File: src/rtl/bfa_pkg.sv
package bfa_pkg;

  localparam int unsigned FRAC_BITS = 32;
  localparam int unsigned INT_W     = 19;
  localparam int unsigned INT_OUT_W = 20;
  localparam int unsigned DEN_W     = 32;
  localparam int unsigned PROD_W    = 2 * DEN_W;
  localparam int unsigned PC_W      = 4;
  localparam int unsigned DIV_STEPS = FRAC_BITS + 1;
  localparam int unsigned DIV_CNT_W = $clog2(DIV_STEPS + 1);

  // datapath operations, one per microcode step
  typedef enum logic [3:0] {
    OP_NOP,
    OP_ACCEPT,
    OP_MUL_FD,
    OP_CLASS,
    OP_DIV_ONE,
    OP_DIV_XR,
    OP_MUL_DEN,
    OP_DEN_UPD,
    OP_MUL_NUM,
    OP_NUM_UPD,
    OP_EMIT
  } op_e;

  // jump conditions
  typedef enum logic [2:0] {
    CND_NEVER,
    CND_ALWAYS,
    CND_EDGE,
    CND_RZERO,
    CND_OVER
  } cond_e;

  typedef struct packed {
    op_e              op;
    cond_e            cond;
    logic [PC_W-1:0]  target;
  } ucode_t;

  // sequencer to datapath
  typedef struct packed {
    op_e  op;
    logic fire;
    logic div_start;
  } ctrl_t;

  // datapath to sequencer
  typedef struct packed {
    logic edge_hit;
    logic r_zero;
    logic over;
    logic div_done;
    logic out_busy;
  } stat_t;

endpackage

File: src/rtl/bfa_div.sv
module bfa_div
  import bfa_pkg::*;
(
  input  logic                 clk_i,
  input  logic                 rst_ni,
  input  logic                 start_i,
  input  logic [FRAC_BITS:0]   dividend_i,
  input  logic [DEN_W-1:0]     divisor_i,
  output logic                 done_o,
  output logic [DEN_W-1:0]     quot_o,
  output logic [DEN_W-1:0]     rem_o
);

  logic                 busy_q, busy_d;
  logic                 done_q, done_d;
  logic [DIV_CNT_W-1:0] cnt_q, cnt_d;
  logic [FRAC_BITS:0]   qr_q, qr_d;
  logic [DEN_W-1:0]     rem_q, rem_d;
  logic [DEN_W-1:0]     dvs_q, dvs_d;
  logic [DEN_W:0]       rs;
  logic [DEN_W+1:0]     diff;
  logic                 ge;

  // one restoring step per cycle, dividend bits enter msb first
  assign rs   = {rem_q, qr_q[FRAC_BITS]};
  assign diff = {1'b0, rs} - {2'b00, dvs_q};
  assign ge   = ~diff[DEN_W+1];

  always_comb begin
    busy_d = busy_q;
    done_d = 1'b0;
    cnt_d  = cnt_q;
    qr_d   = qr_q;
    rem_d  = rem_q;
    dvs_d  = dvs_q;
    if (start_i) begin
      busy_d = 1'b1;
      cnt_d  = DIV_CNT_W'(DIV_STEPS);
      qr_d   = dividend_i;
      rem_d  = '0;
      dvs_d  = divisor_i;
    end else if (busy_q) begin
      rem_d = ge ? diff[DEN_W-1:0] : rs[DEN_W-1:0];
      qr_d  = {qr_q[FRAC_BITS-1:0], ge};
      cnt_d = cnt_q - DIV_CNT_W'(1);
      if (cnt_q == DIV_CNT_W'(1)) begin
        busy_d = 1'b0;
        done_d = 1'b1;
      end
    end
  end

  always_ff @(posedge clk_i or negedge rst_ni) begin
    if (!rst_ni) begin
      busy_q <= 1'b0;
      done_q <= 1'b0;
      cnt_q  <= '0;
    end else begin
      busy_q <= busy_d;
      done_q <= done_d;
      cnt_q  <= cnt_d;
    end
  end

  always_ff @(posedge clk_i) begin
    qr_q  <= qr_d;
    rem_q <= rem_d;
    dvs_q <= dvs_d;
  end

  assign done_o = done_q;
  assign quot_o = qr_q[DEN_W-1:0];
  assign rem_o  = rem_q;

endmodule

File: src/rtl/bfa_useq.sv
module bfa_useq
  import bfa_pkg::*;
(
  input  logic  clk_i,
  input  logic  rst_ni,
  input  logic  in_valid_i,
  output logic  in_stall_o,
  input  stat_t stat_i,
  output ctrl_t ctrl_o
);

  // microcode addresses
  localparam logic [PC_W-1:0] S_IDLE    = PC_W'(0);
  localparam logic [PC_W-1:0] S_MUL_FD  = PC_W'(1);
  localparam logic [PC_W-1:0] S_CLASS   = PC_W'(2);
  localparam logic [PC_W-1:0] S_DIV_ONE = PC_W'(3);
  localparam logic [PC_W-1:0] S_LOOP    = PC_W'(4);
  localparam logic [PC_W-1:0] S_DIV_XR  = PC_W'(5);
  localparam logic [PC_W-1:0] S_MUL_DEN = PC_W'(6);
  localparam logic [PC_W-1:0] S_DEN_UPD = PC_W'(7);
  localparam logic [PC_W-1:0] S_MUL_NUM = PC_W'(8);
  localparam logic [PC_W-1:0] S_NUM_UPD = PC_W'(9);
  localparam logic [PC_W-1:0] S_EMIT    = PC_W'(10);

  function automatic ucode_t ucode(input logic [PC_W-1:0] pc);
    ucode_t w;
    unique case (pc)
      S_IDLE:    w = '{op: OP_ACCEPT,  cond: CND_NEVER,  target: S_IDLE};
      S_MUL_FD:  w = '{op: OP_MUL_FD,  cond: CND_NEVER,  target: S_IDLE};
      S_CLASS:   w = '{op: OP_CLASS,   cond: CND_EDGE,   target: S_EMIT};
      S_DIV_ONE: w = '{op: OP_DIV_ONE, cond: CND_NEVER,  target: S_IDLE};
      S_LOOP:    w = '{op: OP_NOP,     cond: CND_RZERO,  target: S_EMIT};
      S_DIV_XR:  w = '{op: OP_DIV_XR,  cond: CND_NEVER,  target: S_IDLE};
      S_MUL_DEN: w = '{op: OP_MUL_DEN, cond: CND_NEVER,  target: S_IDLE};
      S_DEN_UPD: w = '{op: OP_DEN_UPD, cond: CND_OVER,   target: S_EMIT};
      S_MUL_NUM: w = '{op: OP_MUL_NUM, cond: CND_NEVER,  target: S_IDLE};
      S_NUM_UPD: w = '{op: OP_NUM_UPD, cond: CND_ALWAYS, target: S_LOOP};
      S_EMIT:    w = '{op: OP_EMIT,    cond: CND_ALWAYS, target: S_IDLE};
      default:   w = '{op: OP_NOP,     cond: CND_ALWAYS, target: S_IDLE};
    endcase
    return w;
  endfunction

  logic [PC_W-1:0] pc_q, pc_d;
  logic            div_wait_q, div_wait_d;
  ucode_t          uw;
  logic            is_div;
  logic            hold;
  logic            fire;
  logic            jump;

  assign uw     = ucode(pc_q);
  assign is_div = (uw.op == OP_DIV_ONE) || (uw.op == OP_DIV_XR);

  always_comb begin
    hold = 1'b0;
    if (uw.op == OP_ACCEPT) begin
      hold = ~in_valid_i;
    end else if (is_div) begin
      hold = ~(div_wait_q & stat_i.div_done);
    end else if (uw.op == OP_EMIT) begin
      hold = stat_i.out_busy;
    end
  end

  assign fire = ~hold;

  always_comb begin
    unique case (uw.cond)
      CND_NEVER:  jump = 1'b0;
      CND_ALWAYS: jump = 1'b1;
      CND_EDGE:   jump = stat_i.edge_hit;
      CND_RZERO:  jump = stat_i.r_zero;
      CND_OVER:   jump = stat_i.over;
      default:    jump = 1'b1;
    endcase
  end

  always_comb begin
    pc_d       = pc_q;
    div_wait_d = div_wait_q;
    if (is_div && !div_wait_q) begin
      div_wait_d = 1'b1;
    end
    if (fire) begin
      pc_d       = jump ? uw.target : pc_q + PC_W'(1);
      div_wait_d = 1'b0;
    end
  end

  always_ff @(posedge clk_i or negedge rst_ni) begin
    if (!rst_ni) begin
      pc_q       <= S_IDLE;
      div_wait_q <= 1'b0;
    end else begin
      pc_q       <= pc_d;
      div_wait_q <= div_wait_d;
    end
  end

  assign in_stall_o       = (uw.op != OP_ACCEPT);
  assign ctrl_o.op        = uw.op;
  assign ctrl_o.fire      = fire;
  assign ctrl_o.div_start = is_div & ~div_wait_q;

endmodule

File: src/rtl/bfa_dpath.sv
module bfa_dpath
  import bfa_pkg::*;
(
  input  logic                 clk_i,
  input  logic                 rst_ni,
  input  ctrl_t                ctrl_i,
  output stat_t                stat_o,
  input  logic                 cfg_we_i,
  input  logic [DEN_W-1:0]     cfg_wdata_i,
  input  logic [INT_W-1:0]     ratio_int_i,
  input  logic [FRAC_BITS-1:0] ratio_frac_i,
  output logic                 out_valid_o,
  input  logic                 out_stall_i,
  output logic [INT_OUT_W-1:0] int_out_o,
  output logic [DEN_W-1:0]     numerator_o,
  output logic [DEN_W-1:0]     denominator_o
);

  localparam logic [FRAC_BITS:0] ONE = {1'b1, {FRAC_BITS{1'b0}}};

  logic [DEN_W-1:0]     lim_q;
  logic                 out_valid_q;
  logic [INT_OUT_W-1:0] nint_q, oint_q;
  logic [FRAC_BITS-1:0] f_q;
  logic [DEN_W-1:0]     d_q;
  logic [PROD_W-1:0]    prod_q;
  logic [DEN_W-1:0]     x_q, r_q, a_q, t_q;
  logic [DEN_W-1:0]     num0_q, num1_q, den0_q, den1_q;
  logic [DEN_W-1:0]     onum_q, oden_q;

  logic [DEN_W-1:0]     mul_a, mul_b;
  logic [PROD_W-1:0]    gd;
  logic                 fd_small;
  logic                 gd_half;
  logic                 gd_small;
  logic [PROD_W:0]      den_sum;
  logic                 over;
  logic [FRAC_BITS:0]   div_dividend;
  logic [DEN_W-1:0]     div_divisor;
  logic                 div_done;
  logic [DEN_W-1:0]     div_quot, div_rem;
  logic                 fire;

  assign fire = ctrl_i.fire;

  // edge bands: f*d against 1/2 and 1, g*d = d*2^32 - f*d likewise
  assign gd       = {d_q, {FRAC_BITS{1'b0}}} - prod_q;
  assign fd_small = (prod_q[PROD_W-1:FRAC_BITS] == '0);
  assign gd_half  = (gd[PROD_W-1:FRAC_BITS-1] == '0);
  assign gd_small = (gd[PROD_W-1:FRAC_BITS] == '0);

  // next denominator reaches the limit
  assign den_sum = {1'b0, prod_q} + {{(PROD_W-DEN_W+1){1'b0}}, den0_q};
  assign over    = (den_sum >= {{(PROD_W-DEN_W+1){1'b0}}, d_q});

  // shared multiplier operands
  always_comb begin
    unique case (ctrl_i.op)
      OP_MUL_DEN: begin
        mul_a = den1_q;
        mul_b = a_q;
      end
      OP_MUL_NUM: begin
        mul_a = num1_q;
        mul_b = a_q;
      end
      default: begin
        mul_a = f_q;
        mul_b = d_q;
      end
    endcase
  end

  assign div_dividend = (ctrl_i.op == OP_DIV_ONE) ? ONE : {1'b0, x_q};
  assign div_divisor  = (ctrl_i.op == OP_DIV_ONE) ? f_q : r_q;

  bfa_div u_div (
    .clk_i      (clk_i),
    .rst_ni     (rst_ni),
    .start_i    (ctrl_i.div_start),
    .dividend_i (div_dividend),
    .divisor_i  (div_divisor),
    .done_o     (div_done),
    .quot_o     (div_quot),
    .rem_o      (div_rem)
  );

  always_ff @(posedge clk_i or negedge rst_ni) begin
    if (!rst_ni) begin
      lim_q       <= '1;
      out_valid_q <= 1'b0;
    end else begin
      if (cfg_we_i) begin
        lim_q <= cfg_wdata_i;
      end
      if (fire && ctrl_i.op == OP_EMIT) begin
        out_valid_q <= 1'b1;
      end else if (!out_stall_i) begin
        out_valid_q <= 1'b0;
      end
    end
  end

  always_ff @(posedge clk_i) begin
    if (fire) begin
      unique case (ctrl_i.op)
        OP_ACCEPT: begin
          f_q    <= ratio_frac_i;
          nint_q <= {1'b0, ratio_int_i};
          d_q    <= (lim_q < DEN_W'(2)) ? DEN_W'(2) : lim_q;
        end
        OP_MUL_FD, OP_MUL_DEN, OP_MUL_NUM: begin
          prod_q <= mul_a * mul_b;
        end
        OP_CLASS: begin
          den1_q <= d_q;
          priority if (fd_small) begin
            num1_q <= {{(DEN_W-1){1'b0}}, prod_q[FRAC_BITS-1]};
          end else if (gd_half) begin
            num1_q <= '0;
            nint_q <= nint_q + INT_OUT_W'(1);
          end else begin
            num1_q <= d_q - DEN_W'(1);
          end
        end
        OP_DIV_ONE: begin
          den0_q <= DEN_W'(1);
          den1_q <= div_quot;
          num0_q <= '0;
          num1_q <= DEN_W'(1);
          x_q    <= f_q;
          r_q    <= div_rem;
        end
        OP_DIV_XR: begin
          a_q <= div_quot;
          t_q <= div_rem;
        end
        OP_DEN_UPD: begin
          if (!over) begin
            den0_q <= den1_q;
            den1_q <= den_sum[DEN_W-1:0];
          end
        end
        OP_NUM_UPD: begin
          num0_q <= num1_q;
          num1_q <= prod_q[DEN_W-1:0] + num0_q;
          x_q    <= r_q;
          r_q    <= t_q;
        end
        OP_EMIT: begin
          oint_q <= nint_q;
          onum_q <= num1_q;
          oden_q <= den1_q;
        end
        default: begin
        end
      endcase
    end
  end

  assign stat_o.edge_hit = fd_small | gd_small;
  assign stat_o.r_zero   = (r_q == '0);
  assign stat_o.over     = over;
  assign stat_o.div_done = div_done;
  assign stat_o.out_busy = out_valid_q & out_stall_i;

  assign out_valid_o   = out_valid_q;
  assign int_out_o     = oint_q;
  assign numerator_o   = onum_q;
  assign denominator_o = oden_q;

endmodule

File: src/rtl/bounded_fraction_approximator.sv
// bounded rational approximation of a divider ratio: a request carries an integer part and a
// 32-bit binary fraction, and the result gives int + numerator/denominator with the denominator
// never above den_limit (a limit below 2 acts as 2). fractions within 1/(2D) of zero or one,
// and within 1/D of either, return fixed answers (0/D, 1/D, (D-1)/D, or 0/D with a carry into
// the integer part); all others return the last continued-fraction convergent whose denominator
// stays below the limit, found by exact integer euclid. one request is handled at a time: edge
// bands skip the euclid loop, and each euclid step runs on the bit-serial divider (one quotient
// bit per cycle) shared with a single 32x32 multiplier under a microcoded step sequencer. the
// result sits in an output register, so the next request is taken while it waits. den_limit
// must be written only while the block is idle; the block itself does not enforce this.
module bounded_fraction_approximator
  import bfa_pkg::*;
(
  input  logic                 clk_i,
  input  logic                 rst_ni,
  // configuration
  input  logic                 cfg_we_i,
  input  logic [DEN_W-1:0]     cfg_wdata_i,
  // request
  input  logic                 in_valid_i,
  output logic                 in_stall_o,
  input  logic [INT_W-1:0]     ratio_int_i,
  input  logic [FRAC_BITS-1:0] ratio_frac_i,
  // result
  output logic                 out_valid_o,
  input  logic                 out_stall_i,
  output logic [INT_OUT_W-1:0] int_out_o,
  output logic [DEN_W-1:0]     numerator_o,
  output logic [DEN_W-1:0]     denominator_o
);

  ctrl_t ctrl;
  stat_t stat;

  // step counter and microcode rom, conditional jumps on datapath flags
  bfa_useq u_useq (
    .clk_i      (clk_i),
    .rst_ni     (rst_ni),
    .in_valid_i (in_valid_i),
    .in_stall_o (in_stall_o),
    .stat_i     (stat),
    .ctrl_o     (ctrl)
  );

  // registers, shared multiplier, serial divider and output register
  bfa_dpath u_dpath (
    .clk_i         (clk_i),
    .rst_ni        (rst_ni),
    .ctrl_i        (ctrl),
    .stat_o        (stat),
    .cfg_we_i      (cfg_we_i),
    .cfg_wdata_i   (cfg_wdata_i),
    .ratio_int_i   (ratio_int_i),
    .ratio_frac_i  (ratio_frac_i),
    .out_valid_o   (out_valid_o),
    .out_stall_i   (out_stall_i),
    .int_out_o     (int_out_o),
    .numerator_o   (numerator_o),
    .denominator_o (denominator_o)
  );

endmodule

File: config.mk
export PLATFORM = sky130hd
export DESIGN_NAME = bounded_fraction_approximator
export DESIGN_NICKNAME = d
export VERILOG_FILES = /design/src/rtl/bfa_pkg.sv /design/src/rtl/bfa_div.sv /design/src/rtl/bfa_useq.sv /design/src/rtl/bfa_dpath.sv /design/src/rtl/bounded_fraction_approximator.sv
export SDC_FILE = /design/constraint.sdc
export NUM_CORES = 2
export LEC_CHECK = 0
export BUFFER_PORTS_ARGS = -buffer_cell sky130_fd_sc_hd__buf_2
export CORE_UTILIZATION = 30
export DETAILED_ROUTE_END_ITERATION = 6
export SLEW_MARGIN = 40
export SYNTH_ARGS = -nofsm -noshare
export SYNTH_HDL_FRONTEND = slang
export SYNTH_SLANG_ARGS = --single-unit
File: constraint.sdc
create_clock -name clk_i -period 9.7 [get_ports clk_i]
set_clock_uncertainty 0.2 [all_clocks]
set_input_delay 1.455 -clock clk_i [delete_from_list [all_inputs] [get_ports clk_i]]
set_output_delay 1.455 -clock clk_i [all_outputs]
set_load 0.005 [all_outputs]
======== Word level (Yosys, flattened, before mapping) ========
Memories as Yosys holds them, arrays and structs flattened.
Index checks and enable logic that the tools add are counted.
word-level totals
  logic and storage cells ................. 129
  memory bits (read-only) ................. 160
  output and inout bits ................... 86
  memories ................................ 1
  input bits .............................. 88
  register bits ........................... 631
cells by class
  bitwise logic cells ..................... 9
  mux-type cells .......................... 37
  add/subtract/negate cells ............... 8
  order comparisons ....................... 2
  multipliers ............................. 1
  eq/ne operators ......................... 20
  reduce and logical (&&, ||, !) cells .... 26
memories
  name              words  bits a word  rd ports  clocked after memory_dff  write ports  line            text
  (name not given)  16     10           1         0                         0            bfa_useq.sv:27  unique case (pc)
operators by type and width
  kind                                                 number
  one-hot mux 32 bit (2 select lines)                  5
  two-way mux 32 bit                                   7
  one-hot mux 32 bit (3 select lines)                  2
  two-way mux 33 bit                                   3
  logical NOT 32 bit                                   3
  adder 64 x 32 -> 65 bit                              1
  greater-or-equal comparator 65 x 32 -> 1 bit         1
  multiplier 32 x 32 -> 64 bit                         1
  subtractor 64 bit                                    1
  two-way mux 20 bit                                   2
  one-hot mux 20 bit (2 select lines)                  1
  subtractor 33 x 32 -> 34 bit                         1
  logical NOT 33 bit                                   1
  adder 32 bit                                         1
  < comparator 32 x 2 -> 1 bit, second input constant  1
  subtractor 32 x 1 -> 32 bit, second input constant   1
  adder 20 x 1 -> 20 bit, second input constant        1
  equality test 4 x 3 -> 1 bit, second input constant  4
  two-way mux 1 bit                                    13
  equality test 4 bit, second input constant           3
  two-way mux 6 bit                                    2
  AND reduction 2 bit                                  6
  equality test 4 x 2 -> 1 bit, second input constant  2
  nonzero test 2 bit                                   4
  other kinds (23)                                     36

======== Longest topological paths before layout ========
An unclocked memory read counts as a cell.
  depth after elaboration ................. 8
  mapped depth ............................ 42
  mapped depth without buffers ............ 38

======== Cells and area by module ========
Synthesis repeated with hierarchy kept, for this count alone.
unflattened totals
  cells, all modules ...................... 6789
  area, all modules ....................... 66727.7 µm²
by module, submodules not included
  module     area an instance (µm²)  instances  seq. area each (µm²)  cells each
  bfa_dpath  59991.3                 1          15519.9               6148
  bfa_div    6058.3                  1          2792.7                566
  bfa_useq   678.2                   1          125.1                 75

======== Worst setup path before layout ========
OpenSTA, ideal clock, no wires.
  path type ............................... register -> register
  start point ............................. reg u_useq.pc_q[0]
  end point ............................... reg u_dpath.prod_q[56] (data pin)
  path buffers ............................ 3
  clock period less this slack ............ 10.648 ns
  setup time .............................. 0.263 ns
  required time ........................... 9.237 ns
  path slack .............................. -0.948 ns
  stages on the path, launching flop included .. 38
  arrival ................................. 10.186 ns
  cells stage by stage .................... dfrtp_1 -> inv_1 -> ha_1 -> mux2i_1 -> o21ai_0 -> clkbuf_1 -> nand2_1 -> nor2_1 -> nor2_1 -> clkbuf_1 -> mux2i_1 -> clkbuf_1 -> nor2_1 -> fa_1 -> fa_1 -> fa_1 -> inv_1 -> fa_1 -> [... 2 more ...] -> inv_1 -> fa_1 -> inv_1 -> fa_1 -> fa_1 -> ha_1 -> and4_1 -> a211o_1 -> a211o_1 -> a221oi_2 -> o211ai_1 -> a221oi_2 -> o211ai_1 -> a221o_1 -> a21oi_1 -> o21bai_1 -> a311oi_1 -> xnor2_1
between the ends
  longest elaborated chain between the ends .. 5
  elaborated cells between the ends (all ways) .. 7
  classes of those cells .................. mul: 1; eq/ne: 2; mux: 2; reduce/logical: 1; memory: 1
RTL lines
  element                                                              line              text
  start: declaration                                                   bfa_useq.sv:44    logic [PC_W-1:0] pc_q, pc_d;
  start signal: assignment                                             bfa_useq.sv:96    pc_q <= pc_d;
  memory (16 x 10 bit) *                                               n/a
  equality test 4 x 3 -> 1 bit or equality test 4 bit (tied branches)  bfa_dpath.sv:58   unique case (ctrl_i.op)
  OR reduction 2 bit (no line)                                         n/a
  two-way mux 32 bit                                                   bfa_dpath.sv:58
  multiplier 32 x 32 -> 64 bit *                                       bfa_dpath.sv:113  prod_q <= mul_a * mul_b;
  end signal: assignment                                               bfa_dpath.sv:113
  end: declaration                                                     bfa_dpath.sv:26   logic [PROD_W-1:0] prod_q;
Mark *: on every way between the ends. The rest lies on a longest branch, timed or not.
A chain may end at the register's enable or synchronous reset.

======== Final worst setup path ========
  start point ............................. reg u_useq.pc_q[0]
  end point ............................... reg u_dpath.prod_q[52] (data pin)
Same word-level chain as after synthesis.

==> results.ini <==
[grt]
grt_pass1_vias = 55900
grt_pass1_wl_um = 394000
grt_max_degree = 73
antenna_found_initial = 22
grt_overflow = 0
grtUsageTotal = 0.245

[setup_path]
crit_fanout = 7
critPathMostFrequentCell = fa_1
crit_start = u_useq.pc_q[0]
required_ns = 9.97
r2r_start = u_useq.pc_q[0]
slowest_stage = fa_1
slowest_delay_ns = 0.60
arrival_ns = 10.74
worst-setup-path-type = flip-flop to flip-flop
end_kind = flip-flop
critPathLaunchType = flip-flop

[logic_synthesis]
synth_top_cells_by_area = fa_1 (27%), edfxtp_1 (25%), ha_1 (8.2%)
syn_area_per_cell_um2 = 9.57
ys.flop_type = edfxtp_1
async_flop_share = 0.0729
synthDistinctLibCells = 90
synth_area_um2 = 66000
synth_top_area_frac = 0.273
synth_warnings = 0
seq_area_frac_synth = 0.279
synth-edff-count = 553
synth_top_area_cell = fa_1
yosysMostFrequentCell = nand2_1
synth_common_cells = nand2_1 (1072), inv_1 (1048), fa_1 (899)
synth_seq_cells = 631
synth_nets = 8315
netlist_instances = 6896

[sta]
setup_ws_ns = -0.764
fmax_mhz = 95.6
rsz0062_at_grt = yes
finalHoldViolations = 0
setup_viol = 21
whs_ns = 0.278
final.min_clock_period_ns = 10.46
slew_headroom = 0.371
worst_pin_slew_ns = 0.934
drv_slew = 0
fin_crit_sh = 1.08

[floorplan]
dieArea_um2 = 222000
num_rows = 171
fp.dieH_um = 471
initial_utilization = 0.303
core-area_um2 = 218000
io_pins = 174
die_w_um = 471

[placement]
portBuffers = 173
dp_slack_ns = -1.11
place_congestion = 1.05
place_area_um2 = 75900
hpwl_um = 226000

[clocking]
clock_latency_ns = 0.72
cts_sinks = 631
cts_made_buffers = 72
cts_tree = done
root_buffer = clkbuf_16
hold_buffers = 0
clkTransAtPathRegs_ns = 0.06
htree_levels = 3
clockBufferDepth = 3

[finish]
syn2layout_area_growth_pct = 22.7
drive_gt1_frac = 0.191
fillCellCount = 21600
regArea_um2 = 18400
fin_nets = 9005
stdcell_area_um2 = 81000
multi_input_area_um2 = 44000

[status]
outcome = complete, but fails checks
violations = DRC, setup timing

[flow_run]
cap_violations = 0

[hold_path]
min_from = u_dpath.u_div.rem_o[28]
hp-class = flip-flop to flip-flop

[drt]
viasPerCell = 5.23
wl_per_cell_um = 26.2
first_iter_violations = 5884
drc = 5
antenna_left = 0
drt_first_pass_iters = 7
vias = 55000
wirelength_um = 275000

==> logic make-up after synthesis <==
| group | count (synthesis) | share of synthesized area |
|---|---|---|
| adder cells (fa/ha/maj) | 1331 | 0.355 |
| XOR/XNOR | 215 | 0.0285 |
| flip-flops | 631 | 0.279 |
| multiplexers | 121 | 0.0196 |
| buffers and inverters | 1391 | 0.0796 |
| AO/OA/AOI/OAI | 889 | 0.0880 |
| AND/OR/NAND/NOR | 2318 | 0.150 |
==> per-stage QoR <==
step                      setup TNS, ns  std cells   util
final                             -8.32      10500  0.372
after global routing             -15.62      10500  0.372
after detailed placement         -19.41      10200  0.349
after global placement           -21.40      10200  0.348
after floorplan                -0.00434       6896      -
after CTS                         -8.04      10500  0.369
==> what timing repair did <==
action	CTS	global route
hold endpoints to repair	0	0
cloned	8	1
gates resized for setup	237	67
setup buffers	94	24
setup endpoints to repair	27	29
pin swaps	102	66
==> registers in the layout, summed over array words and instances, names as in the netlist, 4 cells and up <==
signal                 flops
u_dpath.r_q               32
u_dpath.prod_q            64
u_dpath.a_q               32
u_dpath.u_div.qr_q        33
u_dpath.num1_q            32
u_useq.pc_q                4
u_dpath.u_div.dvs_q       32
u_dpath.nint_q            20
u_dpath.den1_q            32
u_dpath.u_div.rem_o       32
u_dpath.u_div.cnt_q        6
u_dpath.num0_q            32
u_dpath.f_q               32
u_dpath.numerator_o       32
u_dpath.x_q               32
u_dpath.denominator_o     32
u_dpath.lim_q             32
u_dpath.t_q               32
u_dpath.int_out_o         20
u_dpath.den0_q            32
u_dpath.d_q               32
==> layer usage <==
metal,share of wire,track usage
met2,0.45,0.388
met3,0.089,0.0528
met5,0.00010,0
met4,0.047,0.0935
met1,0.41,0.326
==> final timing paths <==
path	end	slack, ns	depth (start not counted)
max	u_dpath.prod_q[52]	-0.76	40
min	u_dpath.t_q[28]	0.28	0
max reg2reg	u_dpath.prod_q[52]	-0.76	40
min reg2reg	u_dpath.t_q[28]	0.28	0
max in group asynchronous	u_useq.pc_q[1]	8.29	1
min in group asynchronous	u_useq.div_wait_q	0.57	1
==> layout by cell type, fill, tap and decap left out, types with 28 or more instances in the layout <==
cell type and n:
nand2_1 1062, inv_1 1034, fa_1 867, nor2_1 706
buf_4 617, edfxtp_1 553, ha_1 414, a21oi_1 198
o21ai_0 196, buf_2 172, xnor2_1 138, buf_12 97
and2_1 75, a21o_1 74, clkbuf_16 73, nand3_1 71
nor3_1 70, xor2_1 69, mux2_2 62, nand4_1 60
buf_6 55, and3_1 53, nor4_1 43, o22ai_1 37
a221o_1 33, a22oi_1 33, fa_2 32, dfstp_2 32
dfxtp_1 32, nand2b_1 31, o21a_1 28
==> layout make-up <==
class                           count  area share
Sequential cell                   631       0.228
Multi-Input combinational cell   4874       0.543
Antenna cell                        7    0.000216
Clock buffer                       83      0.0230
Inverter                         1049      0.0486
Clock inverter                     51     0.00845
Timing Repair Buffer              958       0.105
Tap cell                         2854      0.0441
==> critical path, delay by kind of cell (launching register included) <==
family | cells | cell delay, ns
DFF | 1 | 0.42
adders and majority gates | 10 | 4.66
buffers and inverters | 12 | 1.60
and+or+nand+nor | 4 | 0.32
AOI/OAI and AO/OA | 13 | 2.88
xor gates and xnor gates | 1 | 0.12
Power is left out: the tool's default activity adds up to more than one toggle a clock period on the data nets, which glitch-free logic cannot reach.
